`src/hw/rtl/attsm_pkg.sv`:
```
// ----------------------------------------------------------------------------
// attsm_pkg: shared types and constants for the attitude target smoother
// Sequencer states, lane control bundle, register indexes and fixed defaults.
// ----------------------------------------------------------------------------
package attsm_pkg;

  typedef enum logic [3:0] {
    ST_IDLE,
    ST_DIFF,
    ST_MUL_GAIN,
    ST_ANGLE,
    ST_MUL_RATE,
    ST_FILT,
    ST_MUL_RECIP,
    ST_COMMIT,
    ST_WAIT
  } attsm_state_e;

  typedef struct packed {
    logic         accept;
    logic         preset;
    attsm_state_e state;
  } attsm_ctrl_t;

  localparam int CfgIdxBits = 3;

  localparam logic [CfgIdxBits-1:0] REG_STEP_GAIN       = 3'd0;
  localparam logic [CfgIdxBits-1:0] REG_TILT_STEP_LIMIT = 3'd1;
  localparam logic [CfgIdxBits-1:0] REG_YAW_STEP_LIMIT  = 3'd2;
  localparam logic [CfgIdxBits-1:0] REG_RATE_SCALE      = 3'd3;
  localparam logic [CfgIdxBits-1:0] REG_TILT_RATE_LIMIT = 3'd4;
  localparam logic [CfgIdxBits-1:0] REG_YAW_RATE_LIMIT  = 3'd5;

  localparam logic [15:0] RST_STEP_GAIN       = 16'd4096;
  localparam logic [14:0] RST_TILT_STEP_LIMIT = 15'd104;
  localparam logic [14:0] RST_YAW_STEP_LIMIT  = 15'd52;
  localparam logic [9:0]  RST_RATE_SCALE      = 10'd100;
  localparam logic [14:0] RST_TILT_RATE_LIMIT = 15'd10430;
  localparam logic [14:0] RST_YAW_RATE_LIMIT  = 15'd5215;

  // ceil(2^30 / 10): exact floor division by ten for operands below 2^27
  localparam logic signed [28:0] RECIP_TEN = 29'sd107374183;
  localparam int RecipShift = 30;

endpackage

```
`src/hw/rtl/attsm_merge.sv`:
```
// ----------------------------------------------------------------------------
// attsm_merge: result register
// Gathers the three lane results into one output transfer and holds it
// until taken.
// ----------------------------------------------------------------------------
module attsm_merge import attsm_pkg::*; (
  input  logic             clk_i,
  input  logic             rst_ni,
  input  logic             load_i,
  input  logic [2:0][15:0] angle_i,
  input  logic [2:0][15:0] rate_i,
  input  logic             ready_i,
  output logic             valid_o,
  output logic [95:0]      data_o
);

  logic        valid_q, valid_d;
  logic [95:0] data_q;

  always_comb begin
    valid_d = valid_q;
    if (load_i) valid_d = 1'b1;
    else if (ready_i) valid_d = 1'b0;
  end

  always_ff @(posedge clk_i or negedge rst_ni) begin
    if (!rst_ni) valid_q <= 1'b0;
    else valid_q <= valid_d;
  end

  always_ff @(posedge clk_i) begin
    if (load_i) data_q <= {rate_i[2], rate_i[1], rate_i[0], angle_i[2], angle_i[1], angle_i[0]};
  end

  assign valid_o = valid_q;
  assign data_o  = data_q;

endmodule

```
`config.mk`:
```
export PLATFORM = sky130hd
export DESIGN_NAME = attsm_merge
export DESIGN_NICKNAME = d
export VERILOG_FILES = /design/src/hw/rtl/attsm_pkg.sv /design/src/hw/rtl/attsm_merge.sv
export SDC_FILE = /design/constraint.sdc
export NUM_CORES = 1
export LEC_CHECK = 0
export BUFFER_PORTS_ARGS = -buffer_cell sky130_fd_sc_hd__clkbuf_2
export CELL_PAD_IN_SITES_DETAIL_PLACEMENT = 0
export CELL_PAD_IN_SITES_GLOBAL_PLACEMENT = 2
export CORE_MARGIN = 4
export CORE_UTILIZATION = 24
export CTS_BUF_LIST = sky130_fd_sc_hd__clkbuf_16
export CTS_CLUSTER_SIZE = 12
export DETAILED_ROUTE_END_ITERATION = 8
export GPL_TIMING_DRIVEN = 0
export HOLD_SLACK_MARGIN = 0.15
export PLACE_DENSITY_LB_ADDON = 0.1
export SLEW_MARGIN = 30
export SYNTH_ARGS = -nofsm -noshare
export SYNTH_HDL_FRONTEND = slang
export SYNTH_SLANG_ARGS = --single-unit
```
`constraint.sdc`:
```
create_clock -name clk_i -period 0.8 [get_ports clk_i]
set_clock_uncertainty 0.2 [all_clocks]
set_input_delay 0.08 -clock clk_i [delete_from_list [all_inputs] [get_ports clk_i]]
set_output_delay 0.08 -clock clk_i [all_outputs]
set_load 0.02 [all_outputs]
```
Word level (Yosys, flattened, before mapping):

Cells that the tools add are included.

* memories: 0
* memory bits (writable): 0
* bits in latches: 0
* bits in registers: 97
* memory bits (read-only): 0

* shift-type cells: 0
* bitwise operators: 0
* reduce and logical (&&, ||, !) cells: 1
* equal/unequal tests: 0
* muxes and demuxes: 2
* $lt $le $gt $ge: 0
* multiply operators: 0
* divide/modulo/power cells: 0
* add/sub/neg operators: 0

Operators with widths (number)
* 1-bit two-way mux: 2
* 2-bit nonzero test: 1

Longest topological paths before layout:

Gate-level depths: netlist of run 1.

* word-level depth: 2
* mapped depth: 2
* mapped depth without buffers: 2

Worst setup path after synthesis of run 1:

No wires, ideal clock.

* path type: register to register
* start: register valid_o (netlist name)
* end: register valid_q (netlist: valid_o)
* buffers on the path: 0
* period minus slack after synthesis: 0.939 ns
* stages on the path, launching flop included: 2
* data arrival time: 0.621 ns
* slack: -0.139 ns
* cells stage by stage: dfrtp_1 a21o_1

RTL lines
* to (signal assigned): line attsm_merge.sv:28 `else valid_q <= valid_d;`
* to (decl): line attsm_merge.sv:17 `logic valid_q, valid_d;`

Worst setup path after layout of run 1:

* start: register data_q[59] (netlist: data_o[59])
* end: output port data_o[59]

RTL lines
* from (decl): line attsm_merge.sv:18 `logic [95:0] data_q;`
* from (signal assigned): line attsm_merge.sv:32 `if (load_i) data_q <= {rate_i[2], rate_i[1], rate_i[0], angle_i[2], angle_i[1], angle_i[0]};`
* to (decl): line attsm_merge.sv:14 `output logic [95:0] data_o`

No word-level cell between the ends.

==> flow_metrics.tcl, run 1 <==
set metrics [dict create \
    cts_setup_buffers 0 \
    maxSlewViolCount 0 \
    status "finished with violations" \
    peakVddDrop_v 0.00172 \
    ys_async_sr_fraction_pct 1.03 \
    fmax_ghz 0.849 \
    hold_class "input pin to register" \
    synth_top_cells_by_area "edfxtp_1 (99%), dfrtp_1 (0.86%), a21o_1 (0.26%)" \
    min_period_ns 1.18 \
    period_share_pct 147 \
    syn_inst 99 \
    max-slew-margin-rel_pct 82.6 \
    cp_cell_sequence "buf_6" \
    setup_ws_ns -0.378 \
    nNetsFinal 466 \
    p_leak_nw 2.68 \
    ctsRootBufferMaster "clkbuf_16" \
    gp_congestion 0.713 \
    vias_per_cell 3.86 \
    yosysMostFrequentCell "edfxtp_1" \
    start_util_pct 24.4 \
    dp_slack_ns -0.530 \
    drt_iter0_markers 78 \
    design.core.area_um2 12000 \
    reg2reg_slack_ns -0.07 \
    drtAntennaViolNets 0 \
    dr.pass1.iters 4 \
    ys_ff_latch 97 \
    vias 2002 \
    power_density_nw_per_um2 2260 \
    remaining_drc_errors 0 \
    wirelength_um 7820 \
    areaGrowthSynthToFinish_pct 96.9 \
    crit_type "register to output port" \
    avgRoutedWirePerCell_um 15.1 \
    cp_max_fo 1 \
    overflow 0 \
    drive_gt1_share_pct 47.4 \
    setup_tns_ns -33.90 \
    synthFlopType "edfxtp_1" \
    clkTransAtPathRegs_ns 0.07 \
    cts_tree "done" \
    h-tree-depth 3 \
    tightest_slew_ns 0.261 \
    syn_nets 199 \
    violations "negative hold slack, negative setup slack" \
    crit_family "flip-flops" \
    critical_path_arrival_ns 0.90 \
    ys_types 4 \
    final_core_util_pct 48.1 \
    setup_viol 115 \
    io_buffer_count 196 \
    grt_pass1_wl_um 12400 \
    clk_path_buf_depth 2 \
    numCtsBuffers 9 \
    cp-start-kind "register" \
    crit_slowest_cell "edfxtp_1" \
    cts.sinks 97 \
    num_rows 40 \
    yosys_warnings 0 \
    grt.total_usage_pct 11.7 \
    hold_viol_final 83 \
    num-fill-cells 1012 \
    hold_slack_ns -0.271 \
    mappedNetlistArea_um2 2920 \
    maxCapViolCount 0 \
    clk_latency_ns 0.34 \
    hpwl_um 5290 \
    dieWidth_um 118 \
    rsz0062_at_grt "yes" \
    cp_data_required_time_ns 0.52 \
    synth_top_area_cell "edfxtp_1" \
    die_y_um 118 \
    syn_avg_cell_area_um2 29.5 \
    dieArea_um2 14000 \
    synth_edf_count 96 \
    worst-path-buf-inv 1 \
    grt_pass1_vias 2390 \
    antenna_found_initial 0 \
    cp-end-kind "output port" \
    yosys.area.top_type_share_pct 98.8 \
    synth_commonest_cells "edfxtp_1 (96), a21o_1 (1), dfrtp_1 (1), inv_1 (1)" \
    ys_seq_area_share_pct 99.6 \
    antennaDiodeCount 0 \
    critPathMaxStageDelay_ns 0.40 \
    io_pins 197 \
    grt_max_degree 47 \
]
power breakdown:
group          switching [mW]  internal (mW)  leakage, nW  total (mW)
combinational           0.880           1.01         1.56        1.89
clock                    1.87           3.06        0.168        4.93
sequential              0.141           6.03        0.950        6.17
cell families after synthesis:
| kind of cell | Yosys count | share of synthesized area [%] |
|---|---|---|
| compound gates | 1 | 0.257 |
| flops | 97 | 99.6 |
| buf+inv | 1 | 0.128 |
layout make-up:
type | count | area [µm²] | share of cell area [%]
clock buffer | 9 | 225 | 3.92
clock inverter | 7 | 116 | 2.02
inverter | 1 | 3.75 | 0.0653
multi-input combinational | 1 | 7.51 | 0.131
sequential | 97 | 2910 | 50.6
tap | 147 | 184 | 3.20
timing repair buffer | 256 | 2300 | 40.1
flip-flops by register name, summed over array words and instances (netlist names):
| signal | flops |
|---|---|
| valid_o | 1 |
| data_o | 96 |
path summary, 6_finish.rpt:
kind / from / to / cells after the start
worst max-delay path: data_o[59] / data_o[59] / 1
worst max register to register: valid_o / valid_o / 1
min in group asynchronous: rst_ni / valid_o / 2
max in group asynchronous: rst_ni / valid_o / 2
worst min register to register: valid_o / valid_o / 1
worst min-delay path: angle_i[4] / data_o[4] / 1
timing repair:
item,4_1_cts,5_1_grt
endpoints found under the setup margin,150,176
hold buffers,95,1
resized for setup,2,260
gates cloned,1,0
endpoints found under the hold margin,149,88
layout by cell type (no fill, tap or decap), drive strengths merged:
cell,netlist,routed
buf,0,98
edfxtp,96,96
clkbuf,0,71
dlygate4sd3,0,56
dlymetal6s4s,0,40
bufinv,0,3
inv,1,3
clkinv,0,2
a21o,1,1
dfrtp,1,1
stage by stage:
stage | std cells | power (mW) | instance area, µm²
detailed placement | 443 | 7.52 | 4120
finish | 518 | 13.0 | 5750
floorplan | 99 | 6.78 | 2920
CTS | 555 | 12.9 | 5450
global placement | 442 | 7.50 | 4090
global route | 518 | 13.5 | 5750
routing by layer:
metal | vias to the layer above | track usage (%) | share of wire (%)
li1 | 935 | - | -
met1 | 936 | 12.1 | 35
met2 | 118 | 19.2 | 51
met3 | 13 | 5.65 | 11
met4 | 0 | 6.74 | 2.8
met5 | - | 0 | 0
No activity file was read; power rests on OpenSTA's default activity.
==> inputs of run 2 (changes only) <==
- CORE_UTILIZATION: 24 -> 27
- clock period: 0.8 -> 1.14 ns (I/O delays scaled with it)
==> run 2 against run 1 <==
The flow still finishes with violations (negative hold slack, negative setup slack); first-iteration DRC count is 24% lower; highest routed layer unchanged; register-to-register slack improved by 0.20 ns; die area fell by 10%; clock power fell by 36%; combinational power fell by 26%; design area grew 1.7%; sequential share of layout area shrank 0.89 points.
==> flow_metrics.tcl, run 2 (synthesis results as in run 1) <==
set metrics [dict create \
    numCtsBuffers 9 \
    cts.sinks 97 \
    rr_endpoint "valid_o" \
    setup_ws_ns -0.0665 \
    hold_slack_ns -0.0725 \
    ctsHoldBuffers 99 \
    reg2reg_slack_ns 0.13 \
    critical_path.startpoint "data_o[71]" \
    critPathMaxStageDelay_ns 0.41 \
    clk_latency_ns 0.33 \
    num_rows 37 \
    largest_reg_flops 96 \
    cp-start-kind "register" \
    critical_path_depth 1 \
    final_cell_mix "dlygate4sd3_1 (99), clkbuf_2 (99), edfxtp_1 (96), buf_6 (66), buf_2 (28)" \
    io_buffer_count 196 \
    final_core_util_pct 56.1 \
    multi_input_area_um2 7.51 \
    dp_slack_ns -0.139 \
    grt_pass1_vias 2401 \
    cp-endpoint "data_o[71]" \
    fmax_ghz 0.829 \
    clkTransAtPathRegs_ns 0.06 \
    crit_slowest_cell "edfxtp_1" \
    rsz0062_at_grt "yes" \
    post-place-cells 432 \
    grt.total_usage_pct 13.0 \
    areaGrowthSynthToFinish_pct 100 \
    hold_viol_final 15 \
    grt_use_met2_pct 23.2 \
    grt_use_met1_pct 13.4 \
    drt_iter0_markers 59 \
    dieWidth_um 112 \
    r2r_start "valid_o" \
    drtAntennaViolNets 0 \
    grt.busiest_layer "met2" \
    setup_tns_ns -3.46 \
    maxSlewViolCount 0 \
    period_share_pct 106 \
    min_period_ns 1.21 \
    remaining_drc_errors 0 \
    cp_max_fo 1 \
    violations "negative hold slack, negative setup slack" \
    start_util_pct 28.0 \
    cp_data_required_time_ns 0.83 \
    io_pins 197 \
    num-fill-cells 834 \
    max-slew-margin-rel_pct 72.6 \
    clk_path_buf_depth 2 \
    critical_path_arrival_ns 0.89 \
    p_leak_nw 2.49 \
    grt_pass1_wl_um 12500 \
    cp-end-kind "output port" \
    power_density_nw_per_um2 1520 \
    dr.pass1.iters 4 \
    setup_viol 97 \
    gp_congestion 0.685 \
    h-tree-depth 3 \
    crit_type "register to output port" \
    hpwl_um 5240 \
    cts_tree "done" \
    wirelength_um 8100 \
    tightest_slew_ns 0.411 \
    overflow 0 \
    nNetsFinal 507 \
    rr_worst_depth 2 \
    grt_max_degree 83 \
    crit_family "flip-flops" \
    met3_usage_pct 4.46 \
    ctsRootBufferMaster "clkbuf_16" \
    antennaDiodeCount 0 \
    dieArea_um2 12500 \
    design.core.area_um2 10400 \
    antenna_found_initial 0 \
    cp_cell_sequence "buf_6" \
    hold_class "input pin to register" \
    die_y_um 112 \
    drive_gt1_share_pct 51.5 \
    avgRoutedWirePerCell_um 14.8 \
    worst-path-buf-inv 1 \
    vias 2144 \
    final-seq-area_um2 2910 \
    status "finished with violations" \
    instances_no_fill 548 \
    maxCapViolCount 0 \
    peakVddDrop_v 0.000832 \
    vias_per_cell 3.91 \
]
==> run 2: through the flow <==
step                      area [µm²]  hold slack [ns]  power [mW]
after global placement          4070           -0.311        5.26
after detailed placement        4110           -0.309        5.27
after floorplan                 2920           -0.382        4.76
after CTS                       5430          -0.0899        8.71
after global routing            5850          -0.0739        9.22
final                           5850          -0.0725        8.87
==> run 2: per-layer routing <==
layer  wire, µm  share of wire [%]  vias up
met5          0                  0        -
met4        219                2.7        0
met3        763                9.4       16
met2       4340                 54      115
met1       2780                 34      994
li1           -                  -     1019
==> run 2: where the power goes <==
part	leakage, nW	total [mW]	internal (mW)	switching [mW]
clock network	0.154	3.14	1.90	1.24
registers	0.950	4.35	4.24	0.109
logic	1.38	1.39	0.749	0.637
total	2.49	8.87	6.89	1.98
==> run 2: final cells by class <==
class	instances	area share [%]
timing repair buffer	297	41.8
clock inverter	7	1.50
sequential	97	49.7
tap	136	2.91
clock buffer	9	3.85
inverter	1	0.0642
multi-input combinational	1	0.128
==> run 2: how the worst min path moves through the flow <==
stage	startpoint	end	slack [ns]	cells past startpoint
3_5_place_dp	rst_ni	valid_o	-0.31	1
4_1_cts	load_i	data_o[56]	-0.09	1
3_3_place_gp	rst_ni	valid_o	-0.31	1
2_1_floorplan	rst_ni	valid_o	-0.38	0
6_report	load_i	data_o[60]	-0.07	1
5_1_grt	load_i	data_o[33]	-0.07	1
==> run 2: what timing repair did <==
| action | in CTS | in global routing |
|---|---|---|
| endpoints found under the setup margin | 97 | 97 |
| setup buffers | 0 | 1 |
| hold endpoints to repair | 113 | 15 |
| gates cloned | 0 | 0 |
| gates resized for setup | 4 | 230 |
