--- src/hw/rtl/attsm_pkg.sv ---
// ----------------------------------------------------------------------------
// attsm_pkg: shared types and constants for the attitude target smoother
// Sequencer states, lane control bundle, register indexes and fixed defaults.
// ----------------------------------------------------------------------------
package attsm_pkg;

  typedef enum logic [3:0] {
    ST_IDLE,
    ST_DIFF,
    ST_MUL_GAIN,
    ST_ANGLE,
    ST_MUL_RATE,
    ST_FILT,
    ST_MUL_RECIP,
    ST_COMMIT,
    ST_WAIT
  } attsm_state_e;

  typedef struct packed {
    logic         accept;
    logic         preset;
    attsm_state_e state;
  } attsm_ctrl_t;

  localparam int CfgIdxBits = 3;

  localparam logic [CfgIdxBits-1:0] REG_STEP_GAIN       = 3'd0;
  localparam logic [CfgIdxBits-1:0] REG_TILT_STEP_LIMIT = 3'd1;
  localparam logic [CfgIdxBits-1:0] REG_YAW_STEP_LIMIT  = 3'd2;
  localparam logic [CfgIdxBits-1:0] REG_RATE_SCALE      = 3'd3;
  localparam logic [CfgIdxBits-1:0] REG_TILT_RATE_LIMIT = 3'd4;
  localparam logic [CfgIdxBits-1:0] REG_YAW_RATE_LIMIT  = 3'd5;

  localparam logic [15:0] RST_STEP_GAIN       = 16'd4096;
  localparam logic [14:0] RST_TILT_STEP_LIMIT = 15'd104;
  localparam logic [14:0] RST_YAW_STEP_LIMIT  = 15'd52;
  localparam logic [9:0]  RST_RATE_SCALE      = 10'd100;
  localparam logic [14:0] RST_TILT_RATE_LIMIT = 15'd10430;
  localparam logic [14:0] RST_YAW_RATE_LIMIT  = 15'd5215;

  // ceil(2^30 / 10): exact floor division by ten for operands below 2^27
  localparam logic signed [28:0] RECIP_TEN = 29'sd107374183;
  localparam int RecipShift = 30;

endpackage

--- src/hw/rtl/attsm_lane.sv ---
// ----------------------------------------------------------------------------
// attsm_lane: one axis of the smoother
// Slew-limited angle step and filtered rate, sequenced over one shared
// signed multiplier (gain, rate scale, reciprocal of ten).
// ----------------------------------------------------------------------------
module attsm_lane import attsm_pkg::*; #(
  parameter int ANGLE_BITS = 16,
  parameter bit WRAP       = 1'b0
) (
  input  logic               clk_i,
  input  logic               rst_ni,
  input  attsm_ctrl_t        ctrl_i,
  input  logic signed [15:0] wanted_i,
  input  logic [15:0]        gain_i,
  input  logic [14:0]        step_limit_i,
  input  logic [9:0]         rate_scale_i,
  input  logic [14:0]        rate_limit_i,
  output logic [15:0]        angle_o,
  output logic [15:0]        rate_o
);

  localparam int W = ((ANGLE_BITS > 16) ? ANGLE_BITS : 16) + 2;
  localparam logic signed [W-1:0] AMAX = {{(W-ANGLE_BITS+1){1'b0}}, {(ANGLE_BITS-1){1'b1}}};
  localparam logic signed [W-1:0] AMIN = ~AMAX;

  function automatic logic signed [ANGLE_BITS-1:0] fit_angle(input logic signed [W-1:0] v);
    logic signed [W-1:0] r;
    if (WRAP) r = v;
    else if (v > AMAX) r = AMAX;
    else if (v < AMIN) r = AMIN;
    else r = v;
    return r[ANGLE_BITS-1:0];
  endfunction

  logic signed [15:0]           wanted_q;
  logic signed [ANGLE_BITS-1:0] held_q, held_d;
  logic signed [15:0]           rate_q, rate_d;
  logic signed [ANGLE_BITS-1:0] next_q, next_d;
  logic signed [28:0]           op_a_q, op_a_d, op_b_q, op_b_d;
  logic signed [57:0]           prod_q;
  logic                         neg_q, neg_d;

  logic signed [W-1:0]          wanted_w, held_w, pre_w, diff_w, diff_x, lim_w, d_w;
  logic signed [ANGLE_BITS-1:0] diff_a, dlt_a;
  logic signed [15:0]           d16, dlt16, r16;
  logic signed [32:0]           p, p_neg;
  logic [31:0]                  p_abs, p_rnd;
  logic signed [W-1:0]          s_mag_w, s_w, sum_w, next_w, dlt_w, dlt_x;
  logic signed [ANGLE_BITS-1:0] next_a;
  logic signed [26:0]           raw;
  logic signed [29:0]           raw30, old30, num, num_n;
  logic [27:0]                  mag, x;
  logic signed [24:0]           q_w, r_w, rl_w;

  always_comb begin
    wanted_w = W'(wanted_q);
    held_w   = W'(held_q);
    pre_w    = W'(wanted_i);

    diff_w = wanted_w - held_w;
    diff_a = diff_w[ANGLE_BITS-1:0];
    diff_x = WRAP ? W'(diff_a) : diff_w;
    lim_w  = $signed({{(W-15){1'b0}}, step_limit_i});
    if (diff_x > lim_w) d_w = lim_w;
    else if (diff_x < -lim_w) d_w = -lim_w;
    else d_w = diff_x;
    d16 = d_w[15:0];

    p       = prod_q[32:0];
    p_neg   = -p;
    p_abs   = p[32] ? p_neg[31:0] : p[31:0];
    p_rnd   = p_abs + 32'd32768;
    s_mag_w = $signed({{(W-16){1'b0}}, p_rnd[31:16]});
    s_w     = p[32] ? -s_mag_w : s_mag_w;
    sum_w   = held_w + s_w;
    next_a  = fit_angle(sum_w);
    next_w  = W'(next_a);
    dlt_w   = next_w - held_w;
    dlt_a   = dlt_w[ANGLE_BITS-1:0];
    dlt_x   = WRAP ? W'(dlt_a) : dlt_w;
    dlt16   = dlt_x[15:0];

    raw   = prod_q[26:0];
    raw30 = 30'(raw);
    old30 = 30'(rate_q);
    num   = (old30 <<< 3) - old30 + (raw30 <<< 1) + raw30;
    num_n = -num;
    mag   = num[29] ? num_n[27:0] : num[27:0];
    x     = mag + 28'd5;

    q_w  = $signed({1'b0, prod_q[RecipShift+23:RecipShift]});
    r_w  = neg_q ? -q_w : q_w;
    rl_w = $signed({10'b0, rate_limit_i});
    if (r_w > rl_w) r16 = rl_w[15:0];
    else if (r_w < -rl_w) r16 = 16'(-rl_w);
    else r16 = r_w[15:0];

    held_d = held_q;
    rate_d = rate_q;
    next_d = next_q;
    op_a_d = op_a_q;
    op_b_d = op_b_q;
    neg_d  = neg_q;
    if (ctrl_i.accept && ctrl_i.preset) begin
      held_d = fit_angle(pre_w);
      rate_d = '0;
    end
    unique case (ctrl_i.state)
      ST_DIFF: begin
        op_a_d = 29'(d16);
        op_b_d = $signed({13'b0, gain_i});
      end
      ST_ANGLE: begin
        next_d = next_a;
        op_a_d = 29'(dlt16);
        op_b_d = $signed({19'b0, rate_scale_i});
      end
      ST_FILT: begin
        neg_d  = num[29];
        op_a_d = $signed({1'b0, x});
        op_b_d = RECIP_TEN;
      end
      ST_COMMIT: begin
        held_d = next_q;
        rate_d = r16;
      end
      default: begin
      end
    endcase
  end

  always_ff @(posedge clk_i or negedge rst_ni) begin
    if (!rst_ni) begin
      held_q <= '0;
      rate_q <= '0;
    end else begin
      held_q <= held_d;
      rate_q <= rate_d;
    end
  end

  always_ff @(posedge clk_i) begin
    if (ctrl_i.accept) wanted_q <= wanted_i;
    next_q <= next_d;
    op_a_q <= op_a_d;
    op_b_q <= op_b_d;
    neg_q  <= neg_d;
    prod_q <= op_a_q * op_b_q;
  end

  logic signed [W-1:0] held_out;
  assign held_out = W'(held_q);
  assign angle_o  = held_out[15:0];
  assign rate_o   = rate_q;

endmodule

--- config.mk ---
export PLATFORM = sky130hd
export DESIGN_NAME = attsm_lane
export DESIGN_NICKNAME = d
export VERILOG_FILES = /design/src/hw/rtl/attsm_pkg.sv /design/src/hw/rtl/attsm_lane.sv
export SDC_FILE = /design/constraint.sdc
export NUM_CORES = 2
export LEC_CHECK = 0
export ABC_AREA = 0
export ABC_CLOCK_PERIOD_IN_PS = 11700
export BUFFER_PORTS_ARGS = -buffer_cell sky130_fd_sc_hd__buf_4
export CORE_UTILIZATION = 35
export DETAILED_ROUTE_END_ITERATION = 10
export PLACE_DENSITY_LB_ADDON = 0.1
export SKIP_CTS_REPAIR_TIMING = 1
export SYNTH_ARGS = -nofsm -noshare
export SYNTH_HDL_FRONTEND = slang
export SYNTH_SLANG_ARGS = --single-unit
--- constraint.sdc ---
create_clock -name clk_i -period 11.7 [get_ports clk_i]
set_input_delay 2.34 -clock clk_i [delete_from_list [all_inputs] [get_ports clk_i]]
set_output_delay 2.34 -clock clk_i [all_outputs]
set_load 0.005 [all_outputs]
After elaboration in Yosys (flattened, before gate mapping)
Index checks and enable logic that the tools add are counted.

word-level totals
  output and inout port bits = 32
  logic and storage cells = 56
  bits of input ports = 80
  bits in registers = 177

cells by class
  equality and inequality tests = 4
  $mul = 1
  mux-type cells = 18
  $lt $le $gt $ge = 8
  add/subtract/negate cells = 14
  reduce and logical (&&, ||, !) cells = 3

operators by type and width
  cell                                                              number
  two-way mux 16 bit                                                12
  case mux 29 bit (3 select lines)                                  2
  multiplier 29 x 29 -> 54 bit                                      1
  adder 32 x 16 -> 32 bit (second input constant)                   1
  two-way mux 32 bit                                                1
  negation 32 bit                                                   1
  adder 29 x 27 -> 30 bit                                           1
  adder 20 x 28 -> 29 bit                                           1
  adder 28 x 3 -> 28 bit (second input constant)                    1
  two-way mux 28 bit                                                1
  negation 28 bit                                                   1
  greater-than comparator 25 x 16 -> 1 bit                          1
  < comparator 25 bit                                               1
  two-way mux 25 bit                                                1
  negation 15 -> 25 bit                                             1
  negation 24 -> 25 bit                                             1
  subtractor 19 x 16 -> 20 bit                                      1
  adder 16 x 18 -> 18 bit                                           1
  greater-than comparator 18 x 16 -> 1 bit (second input constant)  1
  < comparator 17 x 18 -> 1 bit                                     1
  < comparator 18 x 16 -> 1 bit (second input constant)             1
  two-way mux 18 bit                                                1
  negation 15 -> 18 bit                                             1
  negation 16 -> 18 bit                                             1
  11 further kinds                                                  12

Longest topological paths before layout
  word-level depth = 11
  gate-level depth with buffers = 46
  mapped depth without buffers = 41

Least setup slack after synthesis
No wires, ideal clock.

  path type = reg2reg
  from = reg prod_q[32]
  to = reg op_a_q[20] (data pin)
  setup time = 0.272 ns
  path buffers = 8
  stages on the path, launching flop included = 45
  data arrival time = 9.781 ns
  data required time = 11.428 ns
  slack = 1.647 ns
  period minus slack after synthesis = 10.053 ns
  cells stage by stage = dfxtp_1 -> clkbuf_1 -> clkbuf_1 -> buf_1 -> buf_1 -> clkbuf_1 -> o21ai_0 -> xnor2_1 -> ha_1 -> nor3b_1 -> a32o_1 -> a211oi_2 -> a21oi_1 -> or3_1 -> a22oi_1 -> nor4b_2 -> nor2_1 -> xnor2_1 -> [9 not listed] -> and2_1 -> clkbuf_1 -> clkbuf_1 -> a21o_1 -> ha_1 -> or2_2 -> a21oi_1 -> a21oi_1 -> a21oi_1 -> o21bai_1 -> a2111oi_0 -> o31ai_1 -> a31oi_1 -> xor2_1 -> a21oi_1 -> a211oi_1 -> clkbuf_1 -> o21ai_0

between the ends
  word-level cells in the longest chain between the ends = 10
  elaborated cells between the ends (all ways) = 11
  classes of those cells = add/sub (4); order compare (2); mux (5)

RTL lines
  item                                RTL line           text
  start, declared                     attsm_lane.sv:40   logic signed [57:0] prod_q;
  start signal, assigned              attsm_lane.sv:148  prod_q <= op_a_q * op_b_q;
  two-way mux 32 bit                  attsm_lane.sv:71   p_abs = p[32] ? p_neg[31:0] : p[31:0];
  adder 32 x 16 -> 32 bit             attsm_lane.sv:72   p_rnd = p_abs + 32'd32768;
  negation 16 -> 18 bit               attsm_lane.sv:74   s_w = p[32] ? -s_mag_w : s_mag_w;
  two-way mux 18 bit *                attsm_lane.sv:74
  adder 16 x 18 -> 18 bit *           attsm_lane.sv:75   sum_w = held_w + s_w;
  < comparator 18 x 16 -> 1 bit       attsm_lane.sv:30   else if (v < AMIN) r = AMIN;
  two-way mux 16 bit                  attsm_lane.sv:30
  two-way mux 16 bit *                attsm_lane.sv:29   else if (v > AMAX) r = AMAX;
  net next_a[4]                       attsm_lane.sv:49   logic signed [ANGLE_BITS-1:0] next_a;
  subtractor 16 bit *                 attsm_lane.sv:78   dlt_w = next_w - held_w;
  case mux 29 bit (3 select lines) *  attsm_lane.sv:108  unique case (ctrl_i.state)
  net op_a_d[20]                      attsm_lane.sv:39   logic signed [28:0] op_a_q, op_a_d, op_b_q, op_b_d;
  end signal, assigned                attsm_lane.sv:145  op_a_q <= op_a_d;
  end, declared                       attsm_lane.sv:39

The timed path passes the listed nets; every way through them passes the cells marked *.
A chain may end at the register's enable or synchronous reset.

Final worst setup path
  from = reg prod_q[9]
  to = reg op_a_q[26] (data pin)

between the ends
  word-level cells in the longest chain between the ends = 11
  elaborated cells between the ends (all ways) = 17
  classes of those cells = add/sub (9); order compare (2); mux (6)

RTL lines
  item                                RTL line           text
  negation 32 bit                     attsm_lane.sv:70   p_neg = -p;
  two-way mux 32 bit *                attsm_lane.sv:71
  adder 32 x 16 -> 32 bit *           attsm_lane.sv:72
  negation 16 -> 18 bit               attsm_lane.sv:74
  two-way mux 18 bit *                attsm_lane.sv:74
  adder 16 x 18 -> 18 bit *           attsm_lane.sv:75
  < comparator 18 x 16 -> 1 bit       attsm_lane.sv:30
  two-way mux 16 bit                  attsm_lane.sv:30
  two-way mux 16 bit *                attsm_lane.sv:29
  net next_a[1]                       attsm_lane.sv:49
  subtractor 16 bit *                 attsm_lane.sv:78
  case mux 29 bit (3 select lines) *  attsm_lane.sv:108
  net op_a_d[26]                      attsm_lane.sv:39

Marks and branches as above.

==> Implementation_results.wiki <==
{| class="wikitable"
! Metric !! Value
|-
| Maximum single-stage delay on the critical path || 0.53 ns
|-
| Clock buffers created by TritonCTS || 17
|-
| Placed insts || 5963
|-
| Filler cell count || 11700
|-
| Post-synthesis share of cell area spent on full adders, half adders and majority gates || 46.8%
|-
| Starting Density || 35.4%
|-
| Global-route congestion overflow total || 0
|-
| Post-synthesis async set-or-reset flop share || 19.4%
|-
| Router iterations before antenna repair || 6
|-
| Initial antenna violation count || 4
|-
| Post-Synthesis Net Count || 5622
|-
| Worst Setup End Kind || flip-flop
|-
| Distinct cells, synth || 86
|-
| Die Y-Extent || 340 um
|-
| Count of state elements after synthesis || 165
|-
| Routed Wire Length || 121 mm
|-
| Worst Hold Class || flip-flop to flip-flop
|-
| Layout Skew || 0.0252 ns
|-
| Area taken by flip-flops and latches || 4250 um2
|-
| Slowest cell on crit path || a2111oi_1
|-
| Maximum number of pins on one net before global-route repair || 47
|-
| RD Place Congestion || 0.888
|-
| Number of flops mapped to enable cells by yosys || 79
|-
| Vias per cell || 5.08
|-
| Total half-perimeter wirelength after legalization and detailed placement || 102 mm
|-
| Port Buffer Count || 111
|-
| X dimension of the die || 340 um
|-
| Critical path type || flip-flop to flip-flop
|-
| Dominant cell type by count on the critical path || a21oi_1
|-
| Placeable core region || 113000 um2
|-
| Area share of and/or/nand/nor cells after synthesis || 14.9%
|-
| TritonCTS clock tree || built
|-
| Die footprint || 116000 um2
|-
| Maximum achievable frequency || 91.8 MHz
|-
| Clock Tree Root || clkbuf_16
|-
| Max clock buf depth || 2
|-
| Maximum capacitance violations || 0
|-
| Mean Syn Cell Area || 8.97 um2
|-
| # rows || 123
|-
| CTS H-tree lvls || 4
|-
| Top-Level Pins || 112
|-
| Count of clock tree sinks || 165
|-
| Cells after Synth || 4463
|-
| Ys Warns || 0
|-
| Via count of the first global-routing pass || 31800
|-
| Endpoints failing hold || 0
|-
| Clock Pin Slew Worst Setup and Hold Paths || 0.08 ns
|-
| Number of setup violations in the final report || 0
|-
| Combinational family with the most area after synthesis || adder cells
|-
| Slew at the pin closest to its max-slew limit || 1.22 ns
|-
| Global-route wire length before repair || 194 mm
|-
| Area occupied by multi-input gates || 31900 um2
|-
| DR DRC count || 0
|-
| Share of synthesized area occupied by flip-flops and latches || 10.6%
|-
| Kind of start point of the critical path || flip-flop
|-
| Post-synthesis xor/xnor area fraction || 5.52%
|-
| Share of cells above drive strength 1 || 5.14%
|-
| Outcome || completed
|-
| Initial DRC count || 1832
|-
| Share of the clock period used by the worst path after layout || 93.1%
|-
| Setup TNS || 0 ns
|-
| Post-Synthesis Cell Area || 40000 um2
|-
| Post-synthesis compound-gate area fraction || 11.3%
|-
| Most instantiated flip-flop cell in the synthesis netlist || edfxtp_1
|-
| CP arrival || 11.11 ns
|-
| Post-route ant nets || 0
|-
| Number of vias after detailed routing || 30500
|-
| Wirelength per Cell || 20.2 um
|-
| Post-route insts no fill || 5997
|-
| Worst skew pair latency || 0.51 ns
|-
| Worst slew margin relative to its limit || 16.6%
|-
| Worst Hold Margin || 0.467 ns
|-
| Area growth from synthesis to layout || 7.77%
|-
| Worst Path Required || 11.92 ns
|-
| Final layout net count || 5641
|-
| Gr usage total || 21.8%
|-
| Mux cell area share after synthesis || 1.18%
|-
| Period minus WS final || 10.90 ns
|-
| Number of pins exceeding their max-slew limit in the final report || 0
|-
| Maximum fanout encountered on the critical timing path || 14
|}
area by class of cell:
| class | instances | area share (%) |
|---|---|---|
| clock inverter | 15 | 0.418 |
| sequential | 165 | 9.86 |
| inverter | 870 | 7.57 |
| multi-input combinational | 3270 | 74.1 |
| antenna | 2 | 0.0116 |
| tap | 1500 | 4.35 |
| clock buffer | 17 | 0.986 |
| timing repair buffer | 158 | 2.75 |
metrics by stage:
stage / setup slack (ns) / utilization (%) / area [um2]
after floorplan: 1.65 / - / 40000
after detailed placement: 0.544 / 37.6 / 42500
after global routing: -0.00899 / 38.2 / 43100
final: 0.803 / 38.2 / 43100
after global placement: 0.730 / 37.6 / 42500
after CTS: 0.463 / 38.2 / 43100
logic make-up (layout without fill, tap and decap cells):
family | count (synthesis) | after routing
fa+ha+maj | 1079 | 1079
mux | 47 | 47
other cells | 0 | 2
flops | 165 | 165
compound gates | 674 | 674
simple gates | 1220 | 1220
xor+xnor | 250 | 250
buf+inv | 1028 | 1060
state kept, by name, summed over array words and instances (netlist names):
name      count
wanted_q     16
next_q       16
op_b_q       17
neg_q         1
op_a_q       29
angle_o      16
rate_o       16
prod_q       54
layout by cell type, fill, tap and decap left out, types with 40 or more instances in the layout:
| master | Yosys | final |
|---|---|---|
| mux2i_1 | 44 | 44 |
| ha_1 | 383 | 383 |
| dfxtp_1 | 54 | 54 |
| edfxtp_1 | 79 | 79 |
| nor2b_1 | 40 | 40 |
| and2_1 | 183 | 183 |
| o21ai_0 | 146 | 146 |
| nand3_1 | 77 | 77 |
| xor2_1 | 48 | 48 |
| nand2_1 | 493 | 493 |
| buf_4 | 0 | 158 |
| nor3_1 | 72 | 72 |
| fa_1 | 696 | 696 |
| o21a_1 | 42 | 42 |
| inv_1 | 870 | 870 |
| nor2_1 | 150 | 150 |
| a21o_1 | 72 | 72 |
| a21oi_1 | 150 | 147 |
| xnor2_1 | 200 | 200 |
final timing paths:
check                                    to  startpoint  slack (ns)  cells past startpoint
worst min-delay path             angle_o[0]   next_q[0]        0.47                      2
worst max register to register   op_a_q[26]   prod_q[9]        0.80                     39
max in group asynchronous       angle_o[10]      rst_ni        9.53                      1
min in group asynchronous         rate_o[7]      rst_ni        1.80                      1
worst max-delay path             op_a_q[26]   prod_q[9]        0.80                     39
worst min register to register   angle_o[0]   next_q[0]        0.47                      2
cell usage after synthesis (23+ instances only):
library cell  number  area share (%)
dfxtp_1           54             2.7
mux2i_1           44             1.1
o31ai_1           23            0.43
o21ai_0          146             1.8
a211oi_1          24            0.45
inv_1            870             8.2
a31oi_1           23            0.36
a21oi_1          150             1.9
and2_1           183             2.9
a21o_1            72             1.4
nand3_1           77            0.96
nand2b_1          33            0.52
nor3_1            72            0.90
xor2_1            48             1.1
clkbuf_1         139             1.3
edfxtp_1          79             5.9
nand2_1          493             4.6
nor2b_1           40            0.63
or3_1             34            0.53
xnor2_1          200             4.4
fa_1             696              35
and3_1            28            0.44
ha_1             383              12
dfrtp_1           32             2.0
o21a_1            42            0.79
nor2_1           150             1.4
layer usage:
metal,vias to the layer above,GRT usage (%),routed length (um)
li1,14400,-,-
met1,15500,34.5,63400
met2,519,32.9,53100
met3,48,1.71,4010
met4,0,2.23,749
met5,-,0,0
critical path: cells and delay by family, from the launching register on:
kind            cells  cell delay [ns]
fa+ha+maj           3             0.86
xor+xnor            4             0.94
buf+inv             1             0.26
simple gates       10             2.93
flops               1             0.34
compound gates     21             5.26
Power is left out: the tool's default activity adds up to more than one toggle a clock period on the data nets, which glitch-free logic cannot reach.
